**config.mk**
```make
export PLATFORM = sky130hd
export DESIGN_NAME = spline_response_curve_core_flat
export DESIGN_NICKNAME = d
export VERILOG_FILES = /design/src/rtl/src_pkg.sv /design/src/rtl/src_stream_if.sv /design/src/rtl/src_muldiv.sv /design/src/rtl/spline_response_curve_core.sv /design/src/flat_wrapper.sv
export SDC_FILE = /design/constraint.sdc
export NUM_CORES = 2
export LEC_CHECK = 0
export BUFFER_PORTS_ARGS = -buffer_cell sky130_fd_sc_hd__buf_4
export CAP_MARGIN = 15
export CORE_MARGIN = 3
export CORE_UTILIZATION = 35
export DETAILED_ROUTE_END_ITERATION = 16
export PLACE_DENSITY = 0.57
export SLEW_MARGIN = 20
export SYNTH_ARGS = -nofsm -noshare
export SYNTH_HDL_FRONTEND = slang
export SYNTH_HIERARCHICAL = 1
export SYNTH_SLANG_ARGS = --single-unit
export TNS_END_PERCENT = 30
```
**constraint.sdc**
```tcl
create_clock -name clk_i -period 9.8 [get_ports clk_i]
set_input_delay 1.96 -clock clk_i [delete_from_list [all_inputs] [get_ports clk_i]]
set_output_delay 1.96 -clock clk_i [all_outputs]
set_load 0.01 [all_outputs]
```
**src/rtl/src_pkg.sv**
```systemverilog
`timescale 1ns / 1ps

package src_pkg;

  // field widths
  localparam int unsigned MW = 2;
  localparam int unsigned XW = 16;
  localparam int unsigned YW = 32;
  localparam int unsigned QW = 17;

  // internal arithmetic: value width, scale width, product width
  localparam int unsigned AW = 56;
  localparam int unsigned BW = 16;
  localparam int unsigned PW = AW + BW + 2;

  localparam int unsigned CLAMP_DEG = 360;

  typedef enum logic [MW-1:0] {
    MODE_CLEAR  = 2'd0,
    MODE_INSERT = 2'd1,
    MODE_EVAL   = 2'd2
  } mode_e;

  // round(a * b / d), ties away from zero, d > 0
  typedef struct packed {
    logic                 start;
    logic signed [AW-1:0] a;
    logic [BW-1:0]        b;
    logic [BW-1:0]        d;
  } op_req_t;

  typedef struct packed {
    logic                 busy;
    logic                 done;
    logic signed [AW-1:0] res;
  } op_rsp_t;

  function automatic logic signed [AW-1:0] sext_y(input logic signed [YW-1:0] y);
    return {{(AW-YW){y[YW-1]}}, y};
  endfunction

endpackage

```
**src/rtl/src_stream_if.sv**
```systemverilog
`timescale 1ns / 1ps

interface src_req_if
  import src_pkg::*;
();
  logic                 valid;
  logic                 ready;
  logic [MW-1:0]        mode;
  logic [XW-1:0]        point_x;
  logic signed [YW-1:0] point_y;
  logic signed [QW-1:0] query_x;

  modport source (output valid, mode, point_x, point_y, query_x, input ready);
  modport sink   (input valid, mode, point_x, point_y, query_x, output ready);
endinterface

interface src_rsp_if
  import src_pkg::*;
();
  logic                 valid;
  logic                 ready;
  logic signed [YW-1:0] value;
  logic                 status;

  modport source (output valid, value, status, input ready);
  modport sink   (input valid, value, status, output ready);
endinterface

```
**src/rtl/src_muldiv.sv**
```systemverilog
`timescale 1ns / 1ps

module src_muldiv
  import src_pkg::*;
(
  input  logic    clk_i,
  input  logic    rst_ni,
  input  op_req_t req_i,
  output op_rsp_t rsp_o
);

  localparam int unsigned CNTW = $clog2(PW);

  typedef enum logic [1:0] {
    ST_IDLE,
    ST_MUL,
    ST_DIV
  } st_e;

  st_e                  state_q;
  logic                 done_q;
  logic                 neg_q;
  logic [PW-1:0]        mcand_q;
  logic [BW:0]          mplr_q;
  logic [PW-1:0]        acc_q;
  logic [BW:0]          dvs_q;
  logic [BW:0]          rem_q;
  logic [CNTW-1:0]      cnt_q;
  logic signed [AW-1:0] res_q;

  logic [AW-1:0]        mag;
  logic [BW+1:0]        trial;
  logic                 qbit;
  logic [PW-1:0]        acc_d;
  logic [AW-1:0]        quo;

  assign mag   = req_i.a[AW-1] ? AW'(-req_i.a) : AW'(req_i.a);
  assign trial = {rem_q, acc_q[PW-1]};
  assign qbit  = (trial >= {1'b0, dvs_q});
  assign acc_d = {acc_q[PW-2:0], qbit};
  assign quo   = acc_d[AW-1:0];

  always_ff @(posedge clk_i or negedge rst_ni) begin
    if (!rst_ni) begin
      state_q <= ST_IDLE;
      done_q  <= 1'b0;
    end else begin
      done_q <= 1'b0;
      unique case (state_q)
        ST_IDLE: begin
          if (req_i.start) begin
            neg_q   <= req_i.a[AW-1];
            mcand_q <= PW'(mag);
            mplr_q  <= {req_i.b, 1'b0};
            acc_q   <= PW'(req_i.d);
            dvs_q   <= {req_i.d, 1'b0};
            cnt_q   <= '0;
            state_q <= ST_MUL;
          end
        end
        // shift-add over the doubled scale factor
        ST_MUL: begin
          if (mplr_q[0]) begin
            acc_q <= acc_q + mcand_q;
          end
          mcand_q <= {mcand_q[PW-2:0], 1'b0};
          mplr_q  <= {1'b0, mplr_q[BW:1]};
          if (cnt_q == CNTW'(BW)) begin
            cnt_q   <= '0;
            rem_q   <= '0;
            state_q <= ST_DIV;
          end else begin
            cnt_q <= cnt_q + 1'b1;
          end
        end
        // restoring division, one quotient bit a cycle
        ST_DIV: begin
          rem_q <= qbit ? (BW+1)'(trial - {1'b0, dvs_q}) : trial[BW:0];
          acc_q <= acc_d;
          if (cnt_q == CNTW'(PW - 1)) begin
            res_q   <= neg_q ? -$signed(quo) : $signed(quo);
            done_q  <= 1'b1;
            state_q <= ST_IDLE;
          end else begin
            cnt_q <= cnt_q + 1'b1;
          end
        end
        default: state_q <= ST_IDLE;
      endcase
    end
  end

  assign rsp_o.busy = (state_q != ST_IDLE);
  assign rsp_o.done = done_q;
  assign rsp_o.res  = res_q;

endmodule

```
**src/rtl/spline_response_curve_core.sv**
```systemverilog
`timescale 1ns / 1ps

// channel  | dir | beat contents                         | handshake
// req_i    | in  | mode, point_x, point_y, query_x       | valid / ready
// rsp_o    | out | value, status                         | valid / ready
//
// one beat in, one beat out; a new beat is taken only once the previous
// result has left and the sequencer is back in idle
// clear completes straight from idle; insert moves each larger stored point
// up by one; evaluate: linear segment search one knot per read, up to four
// knot fetches, then up to five rounds of the shared multiply-divide unit
// (17 multiply steps, 74 divide steps each) and a final halving in place
// reset clears the knot count and the sequencer; knot storage is not cleared
// a stalled result is held in the output register and blocks new requests

module spline_response_curve_core
  import src_pkg::*;
#(
  parameter int unsigned MAX_POINTS = 16,
  parameter int unsigned PRECISION  = 100
) (
  input  logic        clk_i,
  input  logic        rst_ni,
  src_req_if.sink     req_i,
  src_rsp_if.source   rsp_o
);

  localparam int unsigned IW          = (MAX_POINTS > 1) ? $clog2(MAX_POINTS) : 1;
  localparam int unsigned CW          = $clog2(MAX_POINTS + 1);
  localparam int unsigned QUERY_LIMIT = CLAMP_DEG * PRECISION;

  typedef enum logic [4:0] {
    S_IDLE,
    S_WAIT,
    S_INS,
    S_PUT,
    S_LAST,
    S_FIRST,
    S_SRCH,
    S_GA,
    S_GB,
    S_GC,
    S_GD,
    S_SEG,
    S_PA,
    S_PDS,
    S_PD,
    S_COEF,
    S_HS,
    S_HA,
    S_OPW,
    S_FIN
  } state_e;

  // knot storage, no reset: only entries below the count are read
  logic [XW-1:0]        knot_x_mem [MAX_POINTS];
  logic signed [YW-1:0] knot_y_mem [MAX_POINTS];

  state_e               state_q;
  state_e               ret_q;
  logic [CW-1:0]        count_q;
  logic [CW-1:0]        pos_q;
  logic [CW-1:0]        i_q;
  logic [1:0]           hstep_q;

  logic                 out_valid_q;
  logic signed [YW-1:0] value_q;
  logic                 status_q;

  logic [IW-1:0]        rd_addr_q;
  logic [XW-1:0]        rd_x_q;
  logic signed [YW-1:0] rd_y_q;
  logic                 we_q;
  logic [IW-1:0]        wr_addr_q;
  logic [XW-1:0]        wr_x_q;
  logic signed [YW-1:0] wr_y_q;

  logic [XW-1:0]        px_q;
  logic signed [YW-1:0] py_q;
  logic                 neg_q;
  logic [QW-1:0]        mag_q;
  logic [XW-1:0]        idx_q;

  logic [XW-1:0]        ax_q, bx_q, cx_q, dx_q;
  logic signed [YW-1:0] ay_q, by_q, cy_q, dy_q;
  logic [BW-1:0]        len_q;
  logic [BW-1:0]        u_q;
  logic signed [AW-1:0] pa_q, pd_q;
  logic signed [AW-1:0] y3_q, y2_q, y1_q;
  logic signed [AW-1:0] v_q;
  logic signed [AW-1:0] r_q;

  op_req_t              op_req_q;
  op_rsp_t              op_rsp;

  logic                 ready;
  logic                 accept;
  logic [QW-1:0]        q_mag;
  logic [QW-1:0]        q_clamped;
  logic [CW-1:0]        cnt_m1, i_p1, i_m1, i_m2, pos_m1, pos_m2, di;
  logic signed [AW-1:0] aby, aay, acy, ady, apa, apd;
  logic signed [AW-1:0] y4;
  logic signed [AW-1:0] y3;
  logic signed [AW-1:0] v_half;
  logic signed [AW-1:0] s_val;
  logic signed [YW-1:0] sat_val;

  assign ready  = (state_q == S_IDLE) && !out_valid_q;
  assign accept = req_i.valid && ready;

  assign req_i.ready  = ready;
  assign rsp_o.valid  = out_valid_q;
  assign rsp_o.value  = value_q;
  assign rsp_o.status = status_q;

  // query magnitude, clamped to the full-scale angle
  assign q_mag     = req_i.query_x[QW-1] ? QW'(-req_i.query_x) : QW'(req_i.query_x);
  assign q_clamped = (int'(q_mag) > int'(QUERY_LIMIT)) ? QW'(QUERY_LIMIT) : q_mag;

  assign cnt_m1 = count_q - CW'(1);
  assign i_p1   = i_q + CW'(1);
  assign i_m1   = i_q - CW'(1);
  assign i_m2   = i_q - CW'(2);
  assign pos_m1 = pos_q - CW'(1);
  assign pos_m2 = pos_q - CW'(2);
  assign di     = (i_p1 < count_q) ? i_p1 : cnt_m1;

  // widened knot ordinates for the tangent and coefficient sums
  assign aby = sext_y(by_q);
  assign aay = sext_y(ay_q);
  assign acy = sext_y(cy_q);
  assign ady = sext_y(dy_q);
  assign apa = pa_q;
  assign apd = pd_q;

  // cubic coefficients, halved at the very end
  assign y4 = apd - (acy <<< 1) - acy + (aby <<< 1) + aby - apa;
  assign y3 = (acy <<< 2) - apd - (aby <<< 2) - aby + (apa <<< 1);

  // halving rounded half away from zero: floor for negatives, round up odd positives
  assign v_half = (v_q >>> 1) + $signed({{(AW-1){1'b0}}, v_q[0] & !v_q[AW-1]});

  // sign reapplied, then saturation to the output format
  assign s_val = neg_q ? -r_q : r_q;
  always_comb begin
    if (!s_val[AW-1] && (|s_val[AW-2:YW-1])) begin
      sat_val = {1'b0, {(YW-1){1'b1}}};
    end else if (s_val[AW-1] && !(&s_val[AW-2:YW-1])) begin
      sat_val = {1'b1, {(YW-1){1'b0}}};
    end else begin
      sat_val = s_val[YW-1:0];
    end
  end

  // knot memory: one registered read, one write a cycle
  always_ff @(posedge clk_i) begin
    if (we_q) begin
      knot_x_mem[wr_addr_q] <= wr_x_q;
      knot_y_mem[wr_addr_q] <= wr_y_q;
    end
    rd_x_q <= knot_x_mem[rd_addr_q];
    rd_y_q <= knot_y_mem[rd_addr_q];
  end

  // shared multiply-divide unit
  src_muldiv u_muldiv (
    .clk_i  (clk_i),
    .rst_ni (rst_ni),
    .req_i  (op_req_q),
    .rsp_o  (op_rsp)
  );

  always_ff @(posedge clk_i or negedge rst_ni) begin
    if (!rst_ni) begin
      state_q        <= S_IDLE;
      ret_q          <= S_IDLE;
      count_q        <= '0;
      out_valid_q    <= 1'b0;
      we_q           <= 1'b0;
      op_req_q.start <= 1'b0;
    end else begin
      we_q           <= 1'b0;
      op_req_q.start <= 1'b0;
      if (out_valid_q && rsp_o.ready) begin
        out_valid_q <= 1'b0;
      end

      unique case (state_q)
        S_IDLE: begin
          if (accept) begin
            px_q     <= req_i.point_x;
            py_q     <= req_i.point_y;
            neg_q    <= req_i.query_x[QW-1];
            mag_q    <= q_clamped;
            value_q  <= '0;
            status_q <= 1'b0;
            unique case (mode_e'(req_i.mode))
              MODE_CLEAR: begin
                count_q     <= '0;
                out_valid_q <= 1'b1;
              end
              MODE_INSERT: begin
                pos_q <= count_q;
                if (count_q == CW'(MAX_POINTS)) begin
                  status_q    <= 1'b1;
                  out_valid_q <= 1'b1;
                end else if (count_q == '0) begin
                  state_q <= S_PUT;
                end else begin
                  rd_addr_q <= cnt_m1[IW-1:0];
                  ret_q     <= S_INS;
                  state_q   <= S_WAIT;
                end
              end
              MODE_EVAL: begin
                if (count_q == '0) begin
                  out_valid_q <= 1'b1;
                end else begin
                  rd_addr_q <= cnt_m1[IW-1:0];
                  ret_q     <= S_LAST;
                  state_q   <= S_WAIT;
                end
              end
              default: out_valid_q <= 1'b1;
            endcase
          end
        end

        // wait state for the registered memory read
        S_WAIT: state_q <= ret_q;

        // insertion sort step: move larger knots up by one
        S_INS: begin
          if (rd_x_q > px_q) begin
            we_q      <= 1'b1;
            wr_addr_q <= pos_q[IW-1:0];
            wr_x_q    <= rd_x_q;
            wr_y_q    <= rd_y_q;
            pos_q     <= pos_m1;
            if (pos_q == CW'(1)) begin
              state_q <= S_PUT;
            end else begin
              rd_addr_q <= pos_m2[IW-1:0];
              ret_q     <= S_INS;
              state_q   <= S_WAIT;
            end
          end else begin
            state_q <= S_PUT;
          end
        end

        S_PUT: begin
          we_q        <= 1'b1;
          wr_addr_q   <= pos_q[IW-1:0];
          wr_x_q      <= px_q;
          wr_y_q      <= py_q;
          count_q     <= count_q + CW'(1);
          out_valid_q <= 1'b1;
          state_q     <= S_IDLE;
        end

        // last knot sets the curve span; beyond it the last sample holds
        S_LAST: begin
          if (rd_x_q == '0) begin
            out_valid_q <= 1'b1;
            state_q     <= S_IDLE;
          end else begin
            idx_q     <= (mag_q < QW'(rd_x_q)) ? mag_q[XW-1:0] : rd_x_q - XW'(1);
            rd_addr_q <= '0;
            ret_q     <= S_FIRST;
            state_q   <= S_WAIT;
          end
        end

        // below the first knot: straight line from the origin
        S_FIRST: begin
          if (idx_q < rd_x_q) begin
            op_req_q.start <= 1'b1;
            op_req_q.a     <= sext_y(rd_y_q);
            op_req_q.b     <= idx_q;
            op_req_q.d     <= rd_x_q;
            hstep_q        <= 2'd3;
            ret_q          <= S_HA;
            state_q        <= S_OPW;
          end else begin
            i_q       <= CW'(1);
            rd_addr_q <= IW'(1);
            ret_q     <= S_SRCH;
            state_q   <= S_WAIT;
          end
        end

        // linear segment search, one knot per read
        S_SRCH: begin
          if ((i_q < cnt_m1) && (rd_x_q <= idx_q)) begin
            i_q       <= i_p1;
            rd_addr_q <= i_p1[IW-1:0];
            ret_q     <= S_SRCH;
          end else if (i_q >= CW'(2)) begin
            rd_addr_q <= i_m2[IW-1:0];
            ret_q     <= S_GA;
          end else begin
            ax_q      <= '0;
            ay_q      <= '0;
            rd_addr_q <= i_m1[IW-1:0];
            ret_q     <= S_GB;
          end
          state_q <= S_WAIT;
        end

        S_GA: begin
          ax_q      <= rd_x_q;
          ay_q      <= rd_y_q;
          rd_addr_q <= i_m1[IW-1:0];
          ret_q     <= S_GB;
          state_q   <= S_WAIT;
        end

        S_GB: begin
          bx_q      <= rd_x_q;
          by_q      <= rd_y_q;
          rd_addr_q <= i_q[IW-1:0];
          ret_q     <= S_GC;
          state_q   <= S_WAIT;
        end

        S_GC: begin
          cx_q      <= rd_x_q;
          cy_q      <= rd_y_q;
          rd_addr_q <= di[IW-1:0];
          ret_q     <= S_GD;
          state_q   <= S_WAIT;
        end

        S_GD: begin
          dx_q    <= rd_x_q;
          dy_q    <= rd_y_q;
          state_q <= S_SEG;
        end

        // zero-width segment takes the right knot; else scale left neighbour if distinct
        S_SEG: begin
          len_q <= cx_q - bx_q;
          u_q   <= idx_q - bx_q;
          if (cx_q == bx_q) begin
            r_q     <= acy;
            state_q <= S_FIN;
          end else if (bx_q == ax_q) begin
            pa_q    <= aby;
            state_q <= S_PDS;
          end else begin
            op_req_q.start <= 1'b1;
            op_req_q.a     <= aay - aby;
            op_req_q.b     <= cx_q - bx_q;
            op_req_q.d     <= bx_q - ax_q;
            ret_q          <= S_PA;
            state_q        <= S_OPW;
          end
        end

        S_PA: begin
          pa_q    <= aby + op_rsp.res;
          state_q <= S_PDS;
        end

        // right neighbour rescaled to the segment width, unless it coincides with the right knot
        S_PDS: begin
          if (dx_q == cx_q) begin
            pd_q    <= ady;
            state_q <= S_COEF;
          end else begin
            op_req_q.start <= 1'b1;
            op_req_q.a     <= ady - acy;
            op_req_q.b     <= len_q;
            op_req_q.d     <= dx_q - cx_q;
            ret_q          <= S_PD;
            state_q        <= S_OPW;
          end
        end

        S_PD: begin
          pd_q    <= acy + op_rsp.res;
          state_q <= S_COEF;
        end

        S_COEF: begin
          v_q     <= y4;
          y3_q    <= y3;
          y2_q    <= acy - apa;
          y1_q    <= aby <<< 1;
          hstep_q <= 2'd0;
          state_q <= S_HS;
        end

        // horner step: v * u / len, or the final halving in place
        S_HS: begin
          if (hstep_q == 2'd3) begin
            r_q     <= v_half;
            state_q <= S_FIN;
          end else begin
            op_req_q.start <= 1'b1;
            op_req_q.a     <= v_q;
            op_req_q.b     <= u_q;
            op_req_q.d     <= len_q;
            ret_q          <= S_HA;
            state_q        <= S_OPW;
          end
        end

        S_HA: begin
          unique case (hstep_q)
            2'd0: begin
              v_q     <= op_rsp.res + y3_q;
              state_q <= S_HS;
            end
            2'd1: begin
              v_q     <= op_rsp.res + y2_q;
              state_q <= S_HS;
            end
            2'd2: begin
              v_q     <= op_rsp.res + y1_q;
              state_q <= S_HS;
            end
            default: begin
              r_q     <= op_rsp.res;
              state_q <= S_FIN;
            end
          endcase
          hstep_q <= hstep_q + 2'd1;
        end

        S_OPW: begin
          if (op_rsp.done) begin
            state_q <= ret_q;
          end
        end

        S_FIN: begin
          value_q     <= sat_val;
          out_valid_q <= 1'b1;
          state_q     <= S_IDLE;
        end

        default: state_q <= S_IDLE;
      endcase
    end
  end

  // table never holds more points than it has room for
  assert property (@(posedge clk_i) disable iff (!rst_ni)
    count_q <= CW'(MAX_POINTS))
    else $error("knot count beyond table size");

  // no new request while a result waits
  assert property (@(posedge clk_i) disable iff (!rst_ni)
    out_valid_q |-> !req_i.ready)
    else $error("request taken with result pending");

  // a refused insert carries a zero value
  assert property (@(posedge clk_i) disable iff (!rst_ni)
    (rsp_o.valid && rsp_o.status) |-> (rsp_o.value == '0))
    else $error("refused insert with non-zero value");

  // shared unit is only started when free
  assert property (@(posedge clk_i) disable iff (!rst_ni)
    op_req_q.start |-> !op_rsp.busy)
    else $error("multiply-divide started while busy");

  // a completed insert grows the table by one
  assert property (@(posedge clk_i) disable iff (!rst_ni)
    (state_q == S_PUT) |=> (count_q == $past(count_q) + CW'(1)))
    else $error("insert did not advance the count");

endmodule

```
**src/flat_wrapper.sv**
```systemverilog
// flat-port wrapper written by rule: the top's interface ports become plain ports
module spline_response_curve_core_flat import src_pkg::*;
#(
  parameter int unsigned MAX_POINTS = 16,
  parameter int unsigned PRECISION  = 100
)
  (clk_i, rst_ni, req_i_valid, req_i_mode, req_i_point_x, req_i_point_y, req_i_query_x, req_i_ready, rsp_o_valid, rsp_o_value, rsp_o_status, rsp_o_ready);
  src_req_if req_i_i ();
  src_rsp_if rsp_o_i ();
  input  logic clk_i;
  input  logic rst_ni;
  input wire logic [$bits(req_i_i.valid)-1:0] req_i_valid;
  input wire logic [$bits(req_i_i.mode)-1:0] req_i_mode;
  input wire logic [$bits(req_i_i.point_x)-1:0] req_i_point_x;
  input wire logic [$bits(req_i_i.point_y)-1:0] req_i_point_y;
  input wire logic [$bits(req_i_i.query_x)-1:0] req_i_query_x;
  output wire logic [$bits(req_i_i.ready)-1:0] req_i_ready;
  output wire logic [$bits(rsp_o_i.valid)-1:0] rsp_o_valid;
  output wire logic [$bits(rsp_o_i.value)-1:0] rsp_o_value;
  output wire logic [$bits(rsp_o_i.status)-1:0] rsp_o_status;
  input wire logic [$bits(rsp_o_i.ready)-1:0] rsp_o_ready;
  assign req_i_i.valid = req_i_valid;
  assign req_i_i.mode = req_i_mode;
  assign req_i_i.point_x = req_i_point_x;
  assign req_i_i.point_y = req_i_point_y;
  assign req_i_i.query_x = req_i_query_x;
  assign req_i_ready = req_i_i.ready;
  assign rsp_o_valid = rsp_o_i.valid;
  assign rsp_o_value = rsp_o_i.value;
  assign rsp_o_status = rsp_o_i.status;
  assign rsp_o_i.ready = rsp_o_ready;
  spline_response_curve_core #(.MAX_POINTS(MAX_POINTS), .PRECISION(PRECISION)) u_core (.clk_i(clk_i), .rst_ni(rst_ni), .req_i(req_i_i), .rsp_o(rsp_o_i));
endmodule
```
==> results.json <==
{
  "worst_pin_slew_ns": 1.18,
  "max-slew-margin-rel_pct": 19.6,
  "avgSynthCellArea_sq_um": 11.5,
  "placed_cells": 14918,
  "synth_fp_nets": 11648,
  "drv_cap": 0,
  "drive_above_1_share_pct": 10.0,
  "critical-path-top-delay-family": "compound AO/OA/AOI/OAI gates",
  "synth_top_area_share_pct": 46.9,
  "final_common_cell": "edfxtp_1",
  "setup_viol": 0,
  "required_ns": 10.39,
  "synth_warnings": 6,
  "grt_usage_pct": 21.0,
  "coreArea_sq_mm": 0.344,
  "gr-usage-met2_pct": 34.1,
  "powerDensity_mw_per_mm2": 128,
  "wl_mm": 383,
  "port_buffers": 105,
  "syn_area_sq_mm": 0.121,
  "rsz0062_at_grt": "no",
  "area_growth_syn_to_layout_pct": 11.1,
  "final.setup.tns_ns": 0,
  "crit_path_max_fanout": 6,
  "max_freq_mhz": 142,
  "cts_inserted_buffers": 219,
  "routabilityCongestion": 0.971,
  "nFillCells": 32771,
  "start_util_pct": 35.3,
  "io_pins": 106,
  "clock-sinks": 1962,
  "avgRoutedWirePerCell_um": 25.0,
  "utilization_pct": 39.2,
  "grt_overflow": 0,
  "postCtsSetupRepairBufs": 0,
  "clockBufferDepth": 4,
  "instances_no_fill": 15324,
  "dieArea_sq_mm": 0.353,
  "nets": 11733,
  "yosysSeqAreaShare_pct": 48.1,
  "vias_per_cell": 5.64,
  "period_needed_ns": 7.06,
  "synthFlopType": "edfxtp_1",
  "path_clk_slew_ns": 0.06,
  "die_x_um": 594,
  "grt_max_degree": 115,
  "drtAntennaViolNets": 0,
  "clock-root-buffer": "clkbuf_16",
  "grtUsageMet1_pct": 28.6,
  "cp_slowest_cell": "a2111oi_1",
  "h-tree-depth": 4,
  "dr_total_vias": 86393,
  "finalHoldViolCount": 0,
  "yosysUniqueCellTypes": 107,
  "ys_ff_latch": 1962,
  "synth.area.top_cells": "edfxtp_1 47%, ha_1 7.8%, fa_1 5.3%",
  "ir_drop_mv": 0.151,
  "status": "finished, final reports clean",
  "async_flop_share_pct": 1.07,
  "cp_data_arrival_time_ns": 7.65,
  "path_buf_inv": 3,
  "slew_viol_final": 0,
  "cts_repair_resize_count": 0,
  "cts_tree": "yes",
  "dieHeight_um": 594,
  "place_area_sq_mm": 0.128,
  "antenna_found_initial": 19,
  "hold_path_class": "reg -> reg",
  "drc": 0,
  "drt-initial-drc-count": 9281,
  "hold_buffers": 0,
  "skew_ns": 0.0886,
  "grt_busiest_layer": "met2",
  "worst_setup_path_end_kind": "register",
  "synth_top_area_cell": "edfxtp_1",
  "critPathKind": "reg -> reg",
  "synthCells": 10499,
  "max_stage_delay_ns": 0.85,
  "clock_latency_ns": 0.93,
  "crit_chain": "inv_1, fa_1, fa_1, inv_1, fa_1, inv_1, ha_1, and4_1, or3b_2, a2111oi_1, or3_1, o2111a_1, o21a_1, a31oi_1, nand2_1, nand2_1, o21ai_0, o221ai_1, xnor2_1",
  "grt_pass1_vias": 84737,
  "grt_util_met3_pct": 2.68,
  "grt_pass1_wl_mm": 562,
  "rows": 215,
  "hpwl_mm": 279,
  "power_mw": 17.3,
  "crit_path_start_kind": "register",
  "first_pass_iters": 9,
  "fin_area_sq_mm": 0.135,
  "layout.cells.most_common_list": "1893 x edfxtp_1, 882 x nand2_1, 797 x inv_1, 754 x ha_1, 711 x o21ai_0",
  "synth-edff-count": 1893,
  "leakage_nw": 49.8,
  "min_period_over_period_pct": 72.1
}
path summary, 6_finish.rpt:
| kind | slack (ns) | startpoint | end | depth (start not counted) |
|---|---|---|---|---|
| max | 2.74 | u_core/by_q[17] | u_core/y3_q[55] | 19 |
| min | 0.47 | u_core/op_req_q[7] | u_core/u_muldiv/dvs_q[8] | 0 |
| max reg2reg | 2.74 | u_core/by_q[17] | u_core/y3_q[55] | 19 |
| min reg2reg | 0.47 | u_core/op_req_q[7] | u_core/u_muldiv/dvs_q[8] | 0 |
| max in group asynchronous | 8.23 | rst_ni | u_core/state_q[0] | 1 |
| min in group asynchronous | 1.09 | rst_ni | u_core/u_muldiv/state_q[0] | 1 |
stage by stage:
stage	setup slack (ns)	hold slack, ns
floorplan	0.934	0.424
global placement	2.71	0.444
detailed placement	2.88	0.456
CTS	2.80	0.471
global route	2.47	0.488
finish	2.74	0.466
area by class of cell:
class	count	area, sq um	area share (%)
multi-input cells	7361	58700	43.6
flip-flops and latches	1962	58300	43.3
clock buffers	281	5840	4.33
well taps	4557	5700	4.23
inverters	798	3000	2.22
repair buffers	242	1930	1.43
clock inverters	116	1150	0.857
diodes	7	17.5	0.0130
where the power goes:
group          internal [mW]         switching (mW)  total, mW
combinational         0.0294                 0.0344     0.0638
sequential              9.06  0.0000000000000000280       9.06
clock                   4.72                   3.46       8.18
synth_stat cells (all sizes together), types with 88 or more instances:
cell type     n
nor3        141
ha          757
nor2b       116
nand2       885
clkbuf      328
and2         88
nor2        532
a21o        300
mux2         93
edfxtp     1893
nand4       141
xor2        343
o21ai       756
mux4        240
nand3       193
a21oi       674
xnor2       422
inv         798
nand2b      111
fa          321
metal layers:
layer	vias to the layer above	wire length, um
met5	-	83
met4	12	15900
met3	661	26200
met2	3318	178000
met1	43274	162000
li1	39128	-
state kept, by name (all words and copies together), names as in the netlist, 56 cells and up:
register	flops
u_core/y2_q	56
u_core/r_q	56
u_core/u_muldiv/acc_q	74
u_core/y3_q	56
u_core/apa	56
u_core/u_muldiv/res_q	56
u_core/apd	56
u_core/knot_x_mem	256
u_core/v_q	56
u_core/knot_y_mem	512
u_core/u_muldiv/mcand_q	74
u_core/op_req_q	89
cell families after synthesis:
| family | share of synthesized area, % |
|---|---|
| multiplexers | 5.52 |
| AND/OR/NAND/NOR | 10.1 |
| flip-flops | 48.1 |
| XOR/XNOR | 5.53 |
| adder cells (fa/ha/maj) | 13.1 |
| AO/OA/AOI/OAI | 13.9 |
| buffers and inverters | 3.69 |
| other | 0.00309 |
Power figures use the tool's default switching activity.
